$ cat src/rtl/lcom_pkg.sv
// Shared types, constants and arithmetic helpers for the light channel output mixer.
package lcom_pkg;

   localparam int FRAC_BITS = 16;
   localparam int FW = FRAC_BITS + 1;
   localparam int TW = 16;
   localparam logic [FW-1:0] ONE = FW'(1) << FRAC_BITS;
   localparam logic [2*FW-1:0] PROD_HALF = (2*FW)'(1) << (FRAC_BITS - 1);

   // divider: quotient bits retired per stage, padded quotient width
   localparam int DIV_STEP = 4;
   localparam int DIV_STAGES = (FW + DIV_STEP - 1) / DIV_STEP;
   localparam int QP = DIV_STAGES * DIV_STEP;
   localparam int NW = TW + QP;

   localparam int CSR_AW = 4;
   localparam logic [1:0] CSR_COLD_END = 2'd0;
   localparam logic [1:0] CSR_WARM_END = 2'd1;
   localparam logic [1:0] CSR_SCALE_SRC = 2'd2;

   typedef enum logic [1:0] {
      SHARE_COLD   = 2'd0,
      SHARE_WARM   = 2'd1,
      SHARE_DIVIDE = 2'd2
   } share_kind_type;

   typedef struct packed {
      logic [FW-1:0] on_level;
      logic [FW-1:0] bright_level;
      logic [FW-1:0] red_in;
      logic [FW-1:0] green_in;
      logic [FW-1:0] blue_in;
      logic [FW-1:0] white_in;
      logic [TW-1:0] temp_in;
   } req_type;

   typedef struct packed {
      logic [FW-1:0] red_out;
      logic [FW-1:0] green_out;
      logic [FW-1:0] blue_out;
      logic [FW-1:0] white_out;
      logic [FW-1:0] cold_out;
      logic [FW-1:0] warm_out;
      logic [FW-1:0] level_out;
      logic          fully_on;
   } rsp_type;

   typedef struct packed {
      logic [TW-1:0] cold_end;
      logic [TW-1:0] warm_end;
      logic          scale_src;
   } cfg_type;

   typedef struct packed {
      logic [FW-1:0]  on_level;
      logic [FW-1:0]  bright;
      logic [FW-1:0]  red;
      logic [FW-1:0]  green;
      logic [FW-1:0]  blue;
      logic [FW-1:0]  white;
      logic [FW-1:0]  src;
      share_kind_type kind;
      logic           warm_small;
      logic [TW-1:0]  small_part;
      logic [TW-1:0]  big_part;
   } work_type;

   typedef struct packed {
      logic [FW-1:0]  red;
      logic [FW-1:0]  green;
      logic [FW-1:0]  blue;
      logic [FW-1:0]  lvl;
      logic [FW-1:0]  scaled;
      logic [FW-1:0]  white_drv;
      logic           on_full;
      share_kind_type kind;
      logic           warm_small;
      logic [TW-1:0]  big_part;
      logic [TW:0]    rem;
      logic [QP-1:0]  num;
      logic [QP-1:0]  quot;
   } pipe_type;

   // fraction product, rounded half up
   function automatic logic [FW-1:0] fmul(input logic [FW-1:0] a, input logic [FW-1:0] b);
      logic [2*FW-1:0] p;
      begin
         p = (2*FW)'(a) * (2*FW)'(b) + PROD_HALF;
         return p[FRAC_BITS+FW-1:FRAC_BITS];
      end
   endfunction

   function automatic logic [FW-1:0] sat(input logic [FW-1:0] v);
      begin
         return (v > ONE) ? ONE : v;
      end
   endfunction

endpackage

$ cat src/rtl/lcom_queue.sv
// Short queue of classified items between the front and back ends.
module lcom_queue #(
   parameter int DEPTH = 4
) (
   input  logic               clock,
   input  logic               reset,
   input  logic               in_valid,
   input  lcom_pkg::work_type in_item,
   output logic               in_stall,
   output logic               out_valid,
   output lcom_pkg::work_type out_item,
   input  logic               out_stall
);

   localparam int PW = (DEPTH > 1) ? $clog2(DEPTH) : 1;
   localparam int CW = $clog2(DEPTH + 1);

   lcom_pkg::work_type mem_ff [DEPTH];
   logic [PW-1:0] wr_ff, wr_in, rd_ff, rd_in;
   logic [CW-1:0] cnt_ff, cnt_in;
   logic          push, pop;

   assign in_stall = (cnt_ff == CW'(DEPTH));
   assign out_valid = (cnt_ff != '0);
   assign out_item = mem_ff[rd_ff];
   assign push = in_valid & ~in_stall;
   assign pop = out_valid & ~out_stall;

   always_comb begin
      wr_in = wr_ff;
      rd_in = rd_ff;
      cnt_in = cnt_ff;
      if (push) begin
         wr_in = (wr_ff == PW'(DEPTH - 1)) ? '0 : wr_ff + 1'b1;
      end
      if (pop) begin
         rd_in = (rd_ff == PW'(DEPTH - 1)) ? '0 : rd_ff + 1'b1;
      end
      if (push & ~pop) begin
         cnt_in = cnt_ff + 1'b1;
      end else if (pop & ~push) begin
         cnt_in = cnt_ff - 1'b1;
      end
   end

   always_ff @(posedge clock) begin
      if (reset) begin
         wr_ff <= '0;
         rd_ff <= '0;
         cnt_ff <= '0;
      end else begin
         wr_ff <= wr_in;
         rd_ff <= rd_in;
         cnt_ff <= cnt_in;
      end
      if (push) begin
         mem_ff[wr_ff] <= in_item;
      end
   end

endmodule

$ cat config.mk
export PLATFORM = sky130hd
export DESIGN_NAME = lcom_queue
export DESIGN_NICKNAME = d
export VERILOG_FILES = /design/src/rtl/lcom_pkg.sv /design/src/rtl/lcom_queue.sv
export SDC_FILE = /design/constraint.sdc
export NUM_CORES = 1
export LEC_CHECK = 0
export BUFFER_PORTS_ARGS = -buffer_cell sky130_fd_sc_hd__buf_2
export CAP_MARGIN = 20
export CORE_MARGIN = 2
export CORE_UTILIZATION = 50
export DETAILED_ROUTE_END_ITERATION = 7
export PLACE_DENSITY = 0.71
export SYNTH_ARGS = -nofsm -noshare
export SYNTH_HDL_FRONTEND = slang
export SYNTH_SLANG_ARGS = --single-unit
$ cat constraint.sdc
create_clock -name clock -period 10.8 [get_ports clock]
set_input_delay 1.62 -clock clock [delete_from_list [all_inputs] [get_ports clock]]
set_output_delay 1.62 -clock clock [all_outputs]
set_load 0.005 [all_outputs]
## Word level (Yosys, flattened, before mapping)

Memory sizes are Yosys's and may differ from the RTL's. A register that Yosys moved wholly into a read port is not among the register bits.
Cells that the tools add are included.

| cells by class | value |
|---|---|
| shift operators | 0 |
| equality and inequality tests | 3 |
| mux-type cells | 8 |
| reduce and logical (&&, ||, !) cells | 2 |
| order comparisons | 0 |
| add/sub/neg operators | 4 |
| div/mod/pow operators | 0 |
| bitwise logic cells | 8 |
| multiply operators | 0 |

Operator list:

| kind | number |
|---|---|
| 2-to-1 mux 2 bit | 4 |
| 2-to-1 mux 3 bit | 2 |
| adder 2 x 1 -> 2 bit, second input constant | 2 |
| bitwise AND 1 bit | 4 |
| == test 2 bit, second input constant | 2 |
| NOT 1 bit | 4 |
| adder 3 x 1 -> 3 bit, second input constant | 1 |
| == test 3 bit, second input constant | 1 |
| nonzero test 3 bit | 1 |
| subtractor 3 x 1 -> 3 bit, second input constant | 1 |
| 2-to-1 mux 1 bit | 2 |
| nonzero test 2 bit | 1 |

| word-level totals | value |
|---|---|
| logic and storage cells | 29 |
| input port bits | 158 |
| bits in read-only memories | 0 |
| bits in latches | 0 |
| memories | 1 |
| RAM bits | 616 |
| output and inout port bits | 156 |
| bits in registers | 7 |

Memory list:

| name | depth | width | read ports | clocked after Yosys merged registers in | write ports | line | source |
|---|---|---|---|---|---|---|---|
| mem_ff | 4 | 154 | 1 | 1 | 1 | lcom_queue.sv:18 | `lcom_pkg::work_type mem_ff [DEPTH];` |

## Logic depth before layout (Yosys ltp)

| logic depth | value |
|---|---|
| depth after elaboration | 7 |
| gate-level depth with buffers | 10 |
| gate-level depth less buffers | 9 |

## Least setup slack after synthesis

OpenSTA, ideal clock, no wires.

| path | value |
|---|---|
| kind | input to register |
| start point | input in_valid |
| end point | memory mem_ff[3][0] (netlist name), enable pin |
| setup slack | 5.064 ns |
| cell stages on the path | 1 |
| data required time | 10.267 ns |
| buffers on the path | 0 |
| arrival time | 5.203 ns |
| path through | and3_1 |

| between the ends | value |
|---|---|
| cells in the longest elaborated chain, start to end | 3 |

Ends and longest elaborated chain:

| item | line | source |
|---|---|---|
| start, declared | lcom_queue.sv:7 | `input logic in_valid,` |
| bitwise AND 1 bit | lcom_queue.sv:26 | `assign push = in_valid & ~in_stall;` |
| 2-to-1 mux 1 bit | lcom_queue.sv:56 | `if (push) begin` |
| 2-to-1 mux 1 bit (not written as such) | lcom_queue.sv:57 | `mem_ff[wr_ff] <= in_item;` |
| end, declared | lcom_queue.sv:18 |  |

No other way between the ends.

==> reports/metrics.cfg <==
[status]
status=complete, no violations

[clocking]
insertion_delay_ns=0.60
cts_tree=built
numCtsBuffers=59
clk_path_buf_depth=3
clockRootBuffer=clkbuf_16
h-tree-depth=2
cts_setup_buffers=0
clock_sinks=625
cts_resized=0
cts.clk_slew.worst_paths_ns=0.06
cts_hold_buffers=0

[timing]
tns_ns=0
finalMaxSlewViolations=0
final_hold_viol_count=0
rsz0062_at_grt=false
skew_ns=0.00651
slew_headroom_pct=32.4
fin_crit_sh_pct=49.9
min_period_ns=5.39
clock.fmax_mhz=185
worst_slew_pin_slew_ns=1.01
finalSetupViolCount=0

[pwr]
totalPowerFinal_uw=6080
cellPowerDensity_nw_per_um2=228
p_leak_uw=0.00888
ir_drop_mv=0.186

[critical_path]
reg2reg_depth=3
critPathCaptureType=output pin
crit_fanout=48
worstPathRequired_ns=9.18
crit_arrival_ns=3.77
reg2reg_to=mem_ff[3][129]
crit_type=reg2out
rrSetupSlack_ns=8.21
reg2reg_from=cnt_ff[0]
startpoint_type=flop

[global_routing]
overflow=0
track_usage_pct=18.2
grt_antenna_before_repair=12
grt_pass1_vias=10500
grt_pass1_wl_microns=63900
grt_max_degree=65

[floorplanning]
fp.dieH_microns=217
dieArea_sq_um=47000
die_width_microns=217
coreArea_sq_um=45100
ios=314
initial_core_util_pct=50.3
num_rows=78

[placed_design]
place.port_buffers=313
post_dp_cell_area_sq_um=24900
gp_congestion=0.734
dp_cells=1746
dpl.hpwl_microns=25200

[finish]
fillerInstances=3220
area_growth_pct=18.0
nNetsFinal=1372
layout-drive-gt1-share_pct=45.7
design_area_sq_um=26700
fin_util_pct=59.3
fin_cells=1860

[yosys]
synth_cell_types=25
yosysWarnings=0
synth_common_cells=edfxtp_1, mux4_2, buf_2
synth_ff_type=edfxtp_1
syn_nets=1021
async_flop_share_pct=0
syn-cell-area_sq_um=22700
synth_top_area_cell=edfxtp_1
ys_seq_area_share_pct=82.4
syn_area_per_cell_sq_um=26.5
synthCells=856
synth_edf_count=616
yosys-top-cells-area=edfxtp_1, mux4_2, dfxtp_1, buf_2, buf_6
synth_top_area_share_pct=81.6
yosysMostFrequentCell=edfxtp_1
synth-seq-cells=625

[drt]
postRouteAntennaNets=0
vias=10100
wl_per_cell_microns=22.8
drt-initial-drc-count=675
dr.pass1.iters=4
drc=0
avgViaCountPerCell=5.44
wirelength_microns=42500

[min_path]
worst_hold_path.endpoint=cnt_ff[2]
min_from=cnt_ff[2]
worstHoldPathCells=2
hp-class=reg2reg

[job]
maxCapViolCount=0

[per-layer routing]
layer / global-route usage [%] / vias up / share of wire [%]
met4: 4.63 / 14 / 1.9
li1: - / 4416 / -
met3: 6.64 / 67 / 8.7
met1: 24.6 / 5319 / 41
met2: 28.5 / 311 / 49
met5: 0 / - / 0.22
[flip-flops by register name, indices dropped and copies added (netlist names), named ones only]
signal,flops
mem_ff,616
cnt_ff,3
rd_ff,2
wr_ff,2
[where the power goes]
part / total [uW] / leakage [uW] / internal [uW] / switching (uW)
Sequential: 3010 / 0.00572 / 2940 / 74.0
Combinational: 1120 / 0.00225 / 559 / 559
Clock: 1960 / 0.000908 / 1120 / 839
Total: 6080 / 0.00888 / 4610 / 1470
[final cells by class]
cell class	instances	area, sq um	share of cell area [%]
multi-input cells	189	3750	14.0
well taps	600	751	2.81
flip-flops and latches	625	18700	69.9
inverters	6	22.5	0.0842
diodes	5	12.5	0.0468
clock inverters	43	307	1.15
repair buffers	326	1660	6.22
clock buffers	66	1550	5.78
[worst max path at each step]
stage                        start             to  slack [ns]  cells after the start
after floorplan           in_valid   mem_ff[3][0]        5.06                      1
after global placement        flop   out_item[12]        5.84                      4
after detailed placement      flop   out_item[69]        5.83                      4
after CTS                     flop   out_item[69]        5.16                      4
after global routing          flop  out_item[143]        4.99                      4
final                         flop   out_item[44]        5.41                      4
[critical path, stage by stage (launching register included)]
cell and delay (ns):
dfxtp_4 0.64, buf_4 0.82, buf_4 0.79, mux4_2 0.64, buf_2 0.16
[cell families after synthesis]
family / after synthesis / share of synthesized area [%]
and+or+nand+nor: 16 / 0.409
DFF: 625 / 82.4
adders and majority gates: 7 / 0.420
AOI/OAI and AO/OA: 9 / 0.210
buffers and inverters: 42 / 1.11
muxes: 155 / 15.3
xor gates and xnor gates: 2 / 0.0773
[stage by stage]
step | setup slack, ns | hold WS (ns)
after global routing | 4.99 | 0.546
final | 5.41 | 0.508
after detailed placement | 5.83 | 0.505
after CTS | 5.16 | 0.519
after global placement | 5.84 | 0.478
after floorplan | 5.06 | 0.466
[placed cells by master (no fill, tap or decap)]
master        n
o31ai_1       1
edfxtp_1    616
buf_4        13
or3b_1        1
nor3_1        2
ha_1          6
mux2i_1       1
fa_1          1
bufinv_16     4
nand2b_1      1
clkbuf_16    61
clkinvlp_4    5
clkbuf_1      5
o21ai_0       4
mux4_2      154
inv_1         6
a21oi_1       4
diode_2       5
and3_4        4
clkinv_2     17
dfxtp_1       7
nor2_1        3
or4_1         1
clkinv_1     17
buf_2       313
nand3b_1      1
nand3_1       2
or3_1         1
xor2_1        2
dfxtp_4       2
Note: power is estimated with default switching activity, not from simulation.
